<file path="src/rtl/spq_pkg.sv">
// Shared constants, codes and control structs for the scan priority queue.
package spq_pkg;

    localparam int DEPTH = 16;
    localparam int IDX_W = (DEPTH > 1) ? $clog2(DEPTH) : 1;
    localparam int CNT_W = $clog2(DEPTH + 1);
    localparam int CAP_W = 5;
    localparam int CMP_W = (CNT_W > CAP_W) ? CNT_W : CAP_W;
    localparam int VAL_W = 32;
    localparam int CFG_IDX_W = 8;
    localparam int CFG_DAT_W = 8;

    localparam logic [CAP_W-1:0] CAP_RESET = 5'd16;

    localparam logic KIND_INSERT = 1'b0;
    localparam logic KIND_REMOVE = 1'b1;

    localparam logic [CFG_IDX_W-1:0] REG_LARGEST_FIRST = 8'd0;
    localparam logic [CFG_IDX_W-1:0] REG_CAPACITY      = 8'd1;

    typedef struct packed {
        logic load;
        logic scan;
        logic shift_start;
        logic shift;
        logic finish;
    } spq_cmd_t;

    typedef struct packed {
        logic count_zero;
        logic scan_last;
        logic shift_any;
        logic shift_more;
        logic out_free;
    } spq_sts_t;

endpackage

</file>
<file path="src/rtl/spq_dpath.sv">
// Datapath: entry memory, count, scan comparator, config registers and result register.
module spq_dpath (
    input  logic                           aclk,
    input  logic                           aresetn,
    input  spq_pkg::spq_cmd_t              cmd,
    output spq_pkg::spq_sts_t              sts,
    input  logic                           s_kind,
    input  logic signed [spq_pkg::VAL_W-1:0] s_value,
    input  logic                           cfg_we,
    input  logic [spq_pkg::CFG_IDX_W-1:0]  cfg_index,
    input  logic [spq_pkg::CFG_DAT_W-1:0]  cfg_data,
    output logic                           m_tvalid,
    input  logic                           m_tready,
    output logic                           m_ok,
    output logic signed [spq_pkg::VAL_W-1:0] m_taken
);
    import spq_pkg::*;

    logic signed [VAL_W-1:0] mem [DEPTH];
    logic signed [VAL_W-1:0] rdata_reg;

    logic             mem_we;
    logic [IDX_W-1:0] mem_wa;
    logic signed [VAL_W-1:0] mem_wd;
    logic             rd_en;
    logic [IDX_W-1:0] rd_sel;

    logic [IDX_W-1:0] rd_addr_reg;
    logic [IDX_W-1:0] best_pos_reg;
    logic signed [VAL_W-1:0] best_reg;
    logic             kind_reg;
    logic             ok_pend_reg;
    logic [CNT_W-1:0] count_reg;
    logic             largest_first_reg;
    logic [CAP_W-1:0] capacity_reg;

    logic             out_valid_reg;
    logic             out_ok_reg;
    logic signed [VAL_W-1:0] out_taken_reg;

    logic [CMP_W-1:0] limit;
    logic             can_insert;
    logic [CNT_W-1:0] rd_next_cnt;
    logic [CNT_W-1:0] best_next_cnt;
    logic             better;

    // Capacity above the depth saturates at the depth
    assign limit = (CMP_W'(capacity_reg) > CMP_W'(DEPTH)) ? CMP_W'(DEPTH)
                                                            : CMP_W'(capacity_reg);
    assign can_insert    = CMP_W'(count_reg) < limit;
    assign rd_next_cnt   = CNT_W'(rd_addr_reg) + CNT_W'(1);
    assign best_next_cnt = CNT_W'(best_pos_reg) + CNT_W'(1);
    assign better = largest_first_reg ? (rdata_reg > best_reg) : (best_reg > rdata_reg);

    assign sts.count_zero = (count_reg == '0);
    assign sts.scan_last  = (rd_next_cnt == count_reg);
    assign sts.shift_any  = (best_next_cnt < count_reg);
    assign sts.shift_more = (rd_next_cnt < count_reg);
    assign sts.out_free   = !out_valid_reg || m_tready;

    always_comb begin
        mem_we = 1'b0;
        mem_wa = '0;
        mem_wd = s_value;
        rd_en  = 1'b0;
        rd_sel = '0;
        if (cmd.load) begin
            rd_en  = 1'b1;
            rd_sel = '0;
            if (s_kind == KIND_INSERT && can_insert) begin
                mem_we = 1'b1;
                mem_wa = count_reg[IDX_W-1:0];
            end
        end
        if (cmd.scan && !sts.scan_last) begin
            rd_en  = 1'b1;
            rd_sel = rd_addr_reg + IDX_W'(1);
        end
        if (cmd.shift_start && sts.shift_any) begin
            rd_en  = 1'b1;
            rd_sel = best_pos_reg + IDX_W'(1);
        end
        if (cmd.shift) begin
            // close the gap: entry at rd_addr moves one place forward
            mem_we = 1'b1;
            mem_wa = rd_addr_reg - IDX_W'(1);
            mem_wd = rdata_reg;
            if (sts.shift_more) begin
                rd_en  = 1'b1;
                rd_sel = rd_addr_reg + IDX_W'(1);
            end
        end
    end

    always_ff @(posedge aclk) begin
        if (mem_we) begin
            mem[mem_wa] <= mem_wd;
        end
        if (rd_en) begin
            rdata_reg <= mem[rd_sel];
        end
    end

    always_ff @(posedge aclk) begin
        if (rd_en) begin
            rd_addr_reg <= rd_sel;
        end
        if (cmd.load) begin
            kind_reg    <= s_kind;
            ok_pend_reg <= (s_kind == KIND_INSERT) ? can_insert : !sts.count_zero;
        end
        // oldest entry wins on ties
        if (cmd.scan && (rd_addr_reg == '0 || better)) begin
            best_reg     <= rdata_reg;
            best_pos_reg <= rd_addr_reg;
        end
        if (cmd.finish) begin
            out_ok_reg    <= ok_pend_reg;
            out_taken_reg <= (kind_reg == KIND_REMOVE && ok_pend_reg) ? best_reg : '0;
        end
    end

    always_ff @(posedge aclk) begin
        if (!aresetn) begin
            count_reg         <= '0;
            largest_first_reg <= 1'b1;
            capacity_reg      <= CAP_RESET;
            out_valid_reg     <= 1'b0;
        end else begin
            if (cfg_we) begin
                unique case (cfg_index)
                    REG_LARGEST_FIRST: largest_first_reg <= cfg_data[0];
                    REG_CAPACITY:      capacity_reg      <= cfg_data[CAP_W-1:0];
                    default: ;
                endcase
            end
            if (cmd.finish && ok_pend_reg) begin
                if (kind_reg == KIND_INSERT) begin
                    count_reg <= count_reg + CNT_W'(1);
                end else begin
                    count_reg <= count_reg - CNT_W'(1);
                end
            end
            if (cmd.finish) begin
                out_valid_reg <= 1'b1;
            end else if (m_tready) begin
                out_valid_reg <= 1'b0;
            end
        end
    end

    assign m_tvalid = out_valid_reg;
    assign m_ok     = out_ok_reg;
    assign m_taken  = out_taken_reg;

    a_count_bound: assert property (@(posedge aclk) disable iff (!aresetn)
        count_reg <= CNT_W'(DEPTH))
        else $error("count beyond depth");

    a_remove_dec: assert property (@(posedge aclk) disable iff (!aresetn)
        cmd.finish && ok_pend_reg && kind_reg == KIND_REMOVE
        |=> count_reg == $past(count_reg) - CNT_W'(1))
        else $error("successful removal did not drop count");

    a_refused_no_write: assert property (@(posedge aclk) disable iff (!aresetn)
        cmd.load && s_kind == KIND_INSERT && !can_insert |-> !mem_we)
        else $error("refused insert wrote memory");

    a_fail_zero: assert property (@(posedge aclk) disable iff (!aresetn)
        out_valid_reg && !out_ok_reg |-> out_taken_reg == '0)
        else $error("failed item carries a value");

endmodule

</file>
<file path="src/rtl/spq_ctrl.sv">
// Controller: sequences accept, scan, shift and result hand-off for one item.
module spq_ctrl (
    input  logic               aclk,
    input  logic               aresetn,
    input  logic               s_tvalid,
    output logic               s_tready,
    input  logic               s_kind,
    input  spq_pkg::spq_sts_t  sts,
    output spq_pkg::spq_cmd_t  cmd
);
    import spq_pkg::*;

    localparam logic [2:0] ST_IDLE   = 3'd0;
    localparam logic [2:0] ST_SCAN   = 3'd1;
    localparam logic [2:0] ST_SHIFT0 = 3'd2;
    localparam logic [2:0] ST_SHIFT  = 3'd3;
    localparam logic [2:0] ST_FIN    = 3'd4;

    logic [2:0] state_reg;
    logic [2:0] state_next;

    assign s_tready = (state_reg == ST_IDLE);

    always_comb begin
        cmd        = '0;
        state_next = state_reg;
        unique case (state_reg)
            ST_IDLE: begin
                if (s_tvalid) begin
                    cmd.load = 1'b1;
                    if (s_kind == KIND_REMOVE && !sts.count_zero) begin
                        state_next = ST_SCAN;
                    end else begin
                        state_next = ST_FIN;
                    end
                end
            end
            ST_SCAN: begin
                cmd.scan = 1'b1;
                if (sts.scan_last) begin
                    state_next = ST_SHIFT0;
                end
            end
            ST_SHIFT0: begin
                cmd.shift_start = 1'b1;
                state_next = sts.shift_any ? ST_SHIFT : ST_FIN;
            end
            ST_SHIFT: begin
                cmd.shift = 1'b1;
                if (!sts.shift_more) begin
                    state_next = ST_FIN;
                end
            end
            ST_FIN: begin
                // wait for the result register to free up
                if (sts.out_free) begin
                    cmd.finish = 1'b1;
                    state_next = ST_IDLE;
                end
            end
            default: state_next = ST_IDLE;
        endcase
    end

    always_ff @(posedge aclk) begin
        if (!aresetn) begin
            state_reg <= ST_IDLE;
        end else begin
            state_reg <= state_next;
        end
    end

    a_load_idle: assert property (@(posedge aclk) disable iff (!aresetn)
        cmd.load |=> state_reg != ST_IDLE)
        else $error("accepted item left controller idle");

    a_one_cmd: assert property (@(posedge aclk) disable iff (!aresetn)
        $onehot0({cmd.load, cmd.scan, cmd.shift_start, cmd.shift, cmd.finish}))
        else $error("conflicting datapath commands");

    a_fin_idle: assert property (@(posedge aclk) disable iff (!aresetn)
        cmd.finish |=> s_tready)
        else $error("not ready after result hand-off");

endmodule

</file>
<file path="src/rtl/scan_priority_queue.sv">
// Top level of the bounded priority queue with linear scan removal.
// One item at a time. Insert, or removal from empty: accepted, then the result is
// registered in the finish state. Removal of n stored entries: a scan of all n entries
// with one comparator over the memory read port, then the entries behind the taken one
// shift forward. A waiting result does not block acceptance; the next item holds in
// its finish state until the result is taken.
// Reset clears the count, sets largest_first=1, capacity=16; memory is not cleared.
module scan_priority_queue (
    input  logic                              aclk,
    input  logic                              aresetn,
    input  logic                              s_tvalid,
    output logic                              s_tready,
    input  logic [spq_pkg::VAL_W-1:0]         s_tdata,   // [31:0] value
    input  logic                              s_tuser,   // [0] kind
    output logic                              m_tvalid,
    input  logic                              m_tready,
    output logic [spq_pkg::VAL_W-1:0]         m_tdata,   // [31:0] taken
    output logic                              m_tuser,   // [0] ok
    input  logic                              cfg_valid,
    output logic                              cfg_ready,
    input  logic [spq_pkg::CFG_IDX_W-1:0]     cfg_index,
    input  logic [spq_pkg::CFG_DAT_W-1:0]     cfg_data
);
    import spq_pkg::*;

    spq_cmd_t cmd;
    spq_sts_t sts;
    logic signed [VAL_W-1:0] taken;

    assign cfg_ready = 1'b1;

    spq_ctrl u_ctrl (
        .aclk     (aclk),
        .aresetn  (aresetn),
        .s_tvalid (s_tvalid),
        .s_tready (s_tready),
        .s_kind   (s_tuser),
        .sts      (sts),
        .cmd      (cmd)
    );

    spq_dpath u_dpath (
        .aclk      (aclk),
        .aresetn   (aresetn),
        .cmd       (cmd),
        .sts       (sts),
        .s_kind    (s_tuser),
        .s_value   (s_tdata),
        .cfg_we    (cfg_valid & cfg_ready),
        .cfg_index (cfg_index),
        .cfg_data  (cfg_data),
        .m_tvalid  (m_tvalid),
        .m_tready  (m_tready),
        .m_ok      (m_tuser),
        .m_taken   (taken)
    );

    assign m_tdata = taken;

endmodule
</file>
<file path="config.mk">
export PLATFORM = sky130hd
export DESIGN_NAME = scan_priority_queue
export DESIGN_NICKNAME = d
export VERILOG_FILES = /design/src/rtl/spq_pkg.sv /design/src/rtl/spq_dpath.sv /design/src/rtl/spq_ctrl.sv /design/src/rtl/scan_priority_queue.sv
export SDC_FILE = /design/constraint.sdc
export NUM_CORES = 1
export LEC_CHECK = 0
export BUFFER_PORTS_ARGS = -buffer_cell sky130_fd_sc_hd__buf_2
export CAP_MARGIN = 20
export CORE_ASPECT_RATIO = 0.6
export CORE_MARGIN = 5
export CORE_UTILIZATION = 23
export CTS_BUF_LIST = sky130_fd_sc_hd__clkbuf_8
export DETAILED_ROUTE_END_ITERATION = 8
export PLACE_DENSITY = 0.42
export SYNTH_ARGS = -nofsm -noshare
export SYNTH_HDL_FRONTEND = slang
export SYNTH_HIERARCHICAL = 1
export SYNTH_SLANG_ARGS = --single-unit
</file>
<file path="constraint.sdc">
create_clock -name aclk -period 4.1 [get_ports aclk]
set_input_delay 0.615 -clock aclk [delete_from_list [all_inputs] [get_ports aclk]]
set_output_delay 0.615 -clock aclk [all_outputs]
set_load 0.05 [all_outputs]
</file>
# --- Word-level counts from Yosys, hierarchy flattened ---
# Memory sizes are Yosys's and may differ from the RTL's. A register that Yosys moved wholly into a read port is not among the register bits.
# Cells that the tools add are included.
op_classes:
  n_reduce_logical: 20
  n_eq_ne: 10
  bitwise_logic: 1
  order_cmp: 6
  addsub: 7
  muxes: 38
op_table:
  columns: ["op", "n"]
  rows:
  - ["$gt A32 B32 Y1", 2]
  - ["$mux W32", 1]
  - ["$mux W4", 7]
  - ["$mux W1", 21]
  - ["$mux W3", 6]
  - ["$lt A5 B5 Y1", 3]
  - ["$pmux W3 S5", 1]
  - ["$add A4 B1 Y5 const B", 2]
  - ["$mux W5", 2]
  - ["$add A4 B1 Y4 const B", 2]
  - ["$eq A8 B1 Y1 const B", 1]
  - ["$logic_not A8 Y1", 1]
  - ["$logic_and A1 B1 Y1", 7]
  - ["$eq A3 B2 Y1 const B", 2]
  - ["$ne A2 B2 Y1 const B", 3]
  - ["$add A5 B1 Y5 const B", 1]
  - ["$eq A5 B5 Y1", 1]
  - ["$gt A5 B5 Y1 const B", 1]
  - ["$logic_not A5 Y1", 1]
  - ["$sub A5 B1 Y5 const B", 1]
  - ["$logic_not A4 Y1", 1]
  - ["$reduce_and A2 Y1", 2]
  - ["$reduce_and A4 Y1", 1]
  - ["$sub A4 B1 Y4 const B", 1]
  - ["8 further kinds", 11]
totals:
  in_bits: 54
  wordCells: 95
  ramBits: 512
  output_inout_bits: 36
  register_bits: 90
  n_memories: 1
memory_table:
  columns: ["name", "depth", "width", "read_ports", "rd_ports_with_merged_regs", "write_ports", "line_no", "rtl"]
  rows:
  - ["u_dpath.mem", 16, 32, 1, 1, 1, "spq_dpath.sv:19", "logic signed [VAL_W-1:0] mem [DEPTH];"]

# --- Logic depth before layout (Yosys ltp) ---
logic_depth:
  word_depth: 9
  mapped_depth: 16

# --- Cells and area by module ---
# The synthesis kept the hierarchy.
by_module_without_submodules:
  columns: ["mod", "cells_each", "area_each_um2", "seq_area_each_um2", "n_inst"]
  rows:
  - ["spq_dpath", 1669, 25824.8, 18828.1, 1]
  - ["spq_ctrl", 33, 276.5, 60.1, 1]
  - ["scan_priority_queue", 2, 11.3, 0.0, 1]

# --- Least setup slack after synthesis ---
# No wires, ideal clock.
synth_timing:
  path_type: "register to register"
  from: "reg u_dpath.best_reg[1]"
  to: "reg u_dpath.best_pos_reg[0], enable pin"
  t_arrival_ps: 4042
  path_stages_with_launch: 10
  required_ps: 3650
  n_path_buf: 0
  path_slack_ps: -392
  cell_sequence: "edfxtp_1 ha_1 nor2b_1 o21a_1 o21ai_0 a211o_1 a2111oi_0 nor3_1 or4_1 a41oi_1"
synth_via:
  elab_chain_len: 4
synth_rtl:
  columns: ["element", "line_no", "rtl"]
  rows:
  - ["start: declaration", "spq_dpath.sv:30", "logic signed [VAL_W-1:0] best_reg;"]
  - ["start signal: assignment", "spq_dpath.sv:114", "best_reg <= rdata_reg;"]
  - ["$gt A32 B32 Y1", "spq_dpath.sv:53", "assign better = largest_first_reg ? (rdata_reg > best_reg) : (best_reg > rdata_reg);"]
  - ["$mux W1 (*)", "spq_dpath.sv:53", null]
  - ["$logic_or A1 B1 Y1 (*)", "spq_dpath.sv:113", "if (cmd.scan && (rd_addr_reg == '0 || better)) begin"]
  - ["$logic_and A1 B1 Y1 (*)", "spq_dpath.sv:113", null]
  - ["end signal: assignment", "spq_dpath.sv:115", "best_pos_reg <= rd_addr_reg;"]
  - ["end: declaration", "spq_dpath.sv:29", "logic [IDX_W-1:0] best_pos_reg;"]
# Every way passes the cells marked *; elsewhere a longest branch is shown, timed or not.
# A chain may end at the register's enable or synchronous reset.

# --- Worst setup path after layout ---
layout_timing:
  from: "reg u_dpath.rd_addr_reg[1]"
  to: "reg u_dpath.rdata_reg[2] (read register of u_dpath.mem) (data pin)"
layout_via:
  elab_chain_len: 8
layout_rtl:
  columns: ["element", "line_no", "rtl"]
  rows:
  - ["start: declaration", "spq_dpath.sv:28", "logic [IDX_W-1:0] rd_addr_reg;"]
  - ["start signal: assignment", "spq_dpath.sv:106", "rd_addr_reg <= rd_sel;"]
  - ["$add A4 B1 Y5", "spq_dpath.sv:51", "assign rd_next_cnt = CNT_W'(rd_addr_reg) + CNT_W'(1);"]
  - ["$eq A5 B5 Y1", "spq_dpath.sv:56", "assign sts.scan_last = (rd_next_cnt == count_reg);"]
  - ["$logic_not A1 Y1", "spq_dpath.sv:75", "if (cmd.scan && !sts.scan_last) begin"]
  - ["$logic_and A1 B1 Y1", "spq_dpath.sv:75", null]
  - ["$mux W4 / $mux W1 (equally long branches)", "spq_dpath.sv:75", null]
  - ["$mux W4 / $mux W1 (equally long branches)", "spq_dpath.sv:79", "if (cmd.shift_start && sts.shift_any) begin"]
  - ["$mux W4 / $mux W1 (equally long branches)", "spq_dpath.sv:88", "if (sts.shift_more) begin"]
  - ["$mux W4 / $mux W1 (equally long branches)", "spq_dpath.sv:83", "if (cmd.shift) begin"]
  - ["end: declaration", "spq_dpath.sv:20", "logic signed [VAL_W-1:0] rdata_reg;"]
# Several ways; a longest one is shown, not always the timed one.

==> metrics.cfg <==
[run_status]
outcome=complete, no violations

[global_route]
antenna_found_initial=3
grt_pass1_vias=15400
grt_max_degree=87
grt_overflow=0
grt_pass1_wl_um=112000
track_usage_pct=12.8

[finish]
largest_register_ffs=512
regMostFlops=u_dpath/mem
multi_input_area_um2=6740
fin_area_um2=30800
fin_cells=3446
drive_gt1_share_pct=18.3
nNetsFinal=1979
syn_to_final_growth_pct=18.1
n_fill_cell=11300
final_util_pct=27.4
area.sequential_um2=18900

[worst_hold_path]
min_to=u_dpath/capacity_reg[4]
min_path_cells=3
hold_path_class=in -> reg
min_from=cfg_data[4]

[timing]
rsz0062_at_grt=true
worst_slew_pin_slew_ns=1.16
maxSlewHeadroom_pct=22.6
fin_crit_ns=3.95
min_period_over_period_pct=96.5
final_max_slew_viol_count=0
setup_viol=0
setup-tns-final_ns=0
max_freq_mhz=253
worst_slack_ns=0.145
finClkSkew_ns=0.0566
finalHoldViolCount=0

[placed_design]
dpl_cell_area_um2=29100
gp_congestion=0.743
dp_hpwl_um=47000
numPlacedInstances=3276
place_ws_ns=0.143
io_buffers=85

[logic_synthesis]
syn_area_um2=26100
ys_seq_area_share_pct=72.3
avgSynthCellArea_um2=15.3
yosysTopAreaCellShare_pct=71.2
synth_area_leaders=edfxtp_1 (71%), mux2i_1 (4.0%), a32oi_1 (3.1%)
ys_top_cells_by_count=edfxtp_1 (619), nand2_1 (213), mux2i_1 (104)
synth_nets=1811
yosys.cell_types.count=65
synth_ff_type=edfxtp_1
yosys.cell_count.top_type=edfxtp_1
synth_seq_cells=634
async_flop_share_pct=0
synthCells=1704
yosys_warnings=6
synth-edff-count=619
yosysTopAreaCell=edfxtp_1

[setup_path]
required_ns=4.67
crit_fanout=51
critPathKind=reg -> reg
path_delay_family=simple AND/OR/NAND/NOR gates
slowest_stage=edfxtp_1
reg2reg_depth=14
reg2reg_to=u_dpath/rdata_reg[2]
path_common_cell=ha_1
cp-start-kind=flip-flop
r2r-start=u_dpath/rd_addr_reg[1]
cpPeakStageDelay_ns=0.48
crit_chain=ha_1 -> xnor2_1 -> inv_1 -> ha_1 -> nand4_1 -> o21ai_2 -> nor2_1 -> or3_2 -> and2_4 -> inv_4 -> buf_16 -> nand2_1 -> a32oi_1 -> and4_1
arrival_ns=4.52
crit_buf_inv=3
r2r_setup_slack_ns=0.15
worstSetupEndpointType=flip-flop

[drt]
routed_wl_um=78900
antenna_left=0
avgRoutedWirePerCell_um=22.9
dr_wl_met3_um=4600
wl_met2_um=32100
topRoutingLayerUsed=met4
avgViaCountPerCell=4.49
dr_total_vias=15500
firstDrtPassIters=7
drtIter0Drc=1352
wl_met1_um=40500
drc=0

[clock_network]
numCtsBuffers=95
clk_pin_slew_ns=0.08
clkSinkCount=634
ctsRootBufferMaster=clkbuf_8
cts-root-to-sink-buffers=3
htreeDepth=3
tritoncts=built
clk_latency_ns=0.78

[power_and_ir_drop]
power_density_nw_per_um2=514
power.switching_mw=4.92
p_seq_share_pct=50.5
p_comb_share_pct=19.8
swShare_pct=31.1
clkPwrFrac_pct=29.7
vdd_drop_max_mv=0.226
internal_power_mw=10.9
p_leak_nw=11.0

[floorplan]
ios=90
chipHeight_um=271
initial_utilization_pct=23.2
core_um2=112000
row_count=95
die_w_um=445
dieArea_um2=121000

[flow_run]
cap_violations=0

## logic make-up after synthesis
logic type | Yosys count | share of synthesized area (%)
AND/OR/NAND/NOR | 452 | 8.79
multiplexers | 138 | 5.47
flip-flops | 634 | 72.3
adder cells (fa/ha/maj) | 53 | 2.57
buffers and inverters | 148 | 2.74
other | 1 | 0.0144
AO/OA/AOI/OAI | 267 | 7.72
XOR/XNOR | 11 | 0.369
## layout make-up
class	count	area share, %
Clock inverter	70	0.974
Antenna cell	1	0.00812
Inverter	53	0.662
Multi-Input combinational cell	922	21.9
Timing Repair Buffer	166	4.79
Tap cell	1503	6.10
Sequential cell	634	61.3
Clock buffer	97	4.33
## metrics by stage
stage / hold slack, ns / total power [mW]
finish: 0.103 / 15.8
global route: 0.0533 / 16.6
CTS: 0.0179 / 16.1
detailed placement: 0.473 / 11.3
global placement: 0.459 / 11.2
floorplan: 0.424 / 9.97
## worst max-delay path by stage
stage / from / to / cells after the start
detailed placement: u_dpath/rd_addr_reg[0] / u_dpath/rdata_reg[23] / 12
global route: u_dpath/rd_addr_reg[0] / u_dpath/rdata_reg[2] / 14
global placement: u_dpath/rdata_reg[29] / u_dpath/best_reg[6] / 11
finish: u_dpath/rd_addr_reg[1] / u_dpath/rdata_reg[2] / 14
CTS: u_dpath/rd_addr_reg[1] / u_dpath/rdata_reg[23] / 12
floorplan: u_ctrl/state_reg[1] / u_dpath/mem[11][0] / 7
## repair_timing
action                                  4_1_cts  5_1_grt
setup buffers                                 0        2
resized for setup                             0       11
hold endpoints to repair                      0        0
hold buffers                                  0        0
endpoints found under the setup margin        0       52
## worst min-delay path, stage by stage
cell and delay, ns:
buf_2 0.08, mux2i_1 0.05, nand2_1 0.06
## layout by cell type, fill, tap and decap left out, types with 3 or more instances in the layout
cell	synthesis	layout
a211o_1	3	3
a211oi_1	66	66
a21o_1	11	11
a21oi_1	20	20
a22oi_1	4	4
a31oi_1	5	4
a32oi_1	93	93
and2_1	8	6
and3_1	101	100
and4_1	32	32
buf_12	0	33
buf_2	32	85
buf_4	7	44
buf_6	12	3
clkbuf_8	0	97
clkinv_1	0	21
clkinv_2	0	8
dfxtp_1	15	15
edfxtp_1	619	619
ha_1	52	52
inv_1	49	84
mux2_2	32	32
mux2i_1	104	104
nand2_1	213	212
nand2b_1	4	4
nand3_1	9	9
nand4_1	5	5
nor2_1	41	23
nor2_4	0	17
nor2b_1	9	9
nor3_1	8	7
nor3_4	0	5
nor4_1	4	3
o21a_1	4	4
o21ai_0	44	41
o21ai_1	2	4
xnor2_1	7	6
xor2_1	4	4
## layer usage
layer,global-route usage [%],up-vias
met5,0,-
met4,3.52,0
met3,2.77,109
met2,17.9,427
met1,19.7,7964
li1,-,6984
## power by group through the flow
stage / registers [mW] / logic [mW] / clock network [mW]
floorplan: 8.31 / 1.66 / 0
global placement: 8.14 / 3.10 / 0
CTS: 8.01 / 3.15 / 4.90
detailed placement: 8.15 / 3.14 / 0
finish: 8.00 / 3.14 / 4.70
global route: 8.04 / 3.43 / 5.18
No activity file was read; power rests on OpenSTA's default activity.
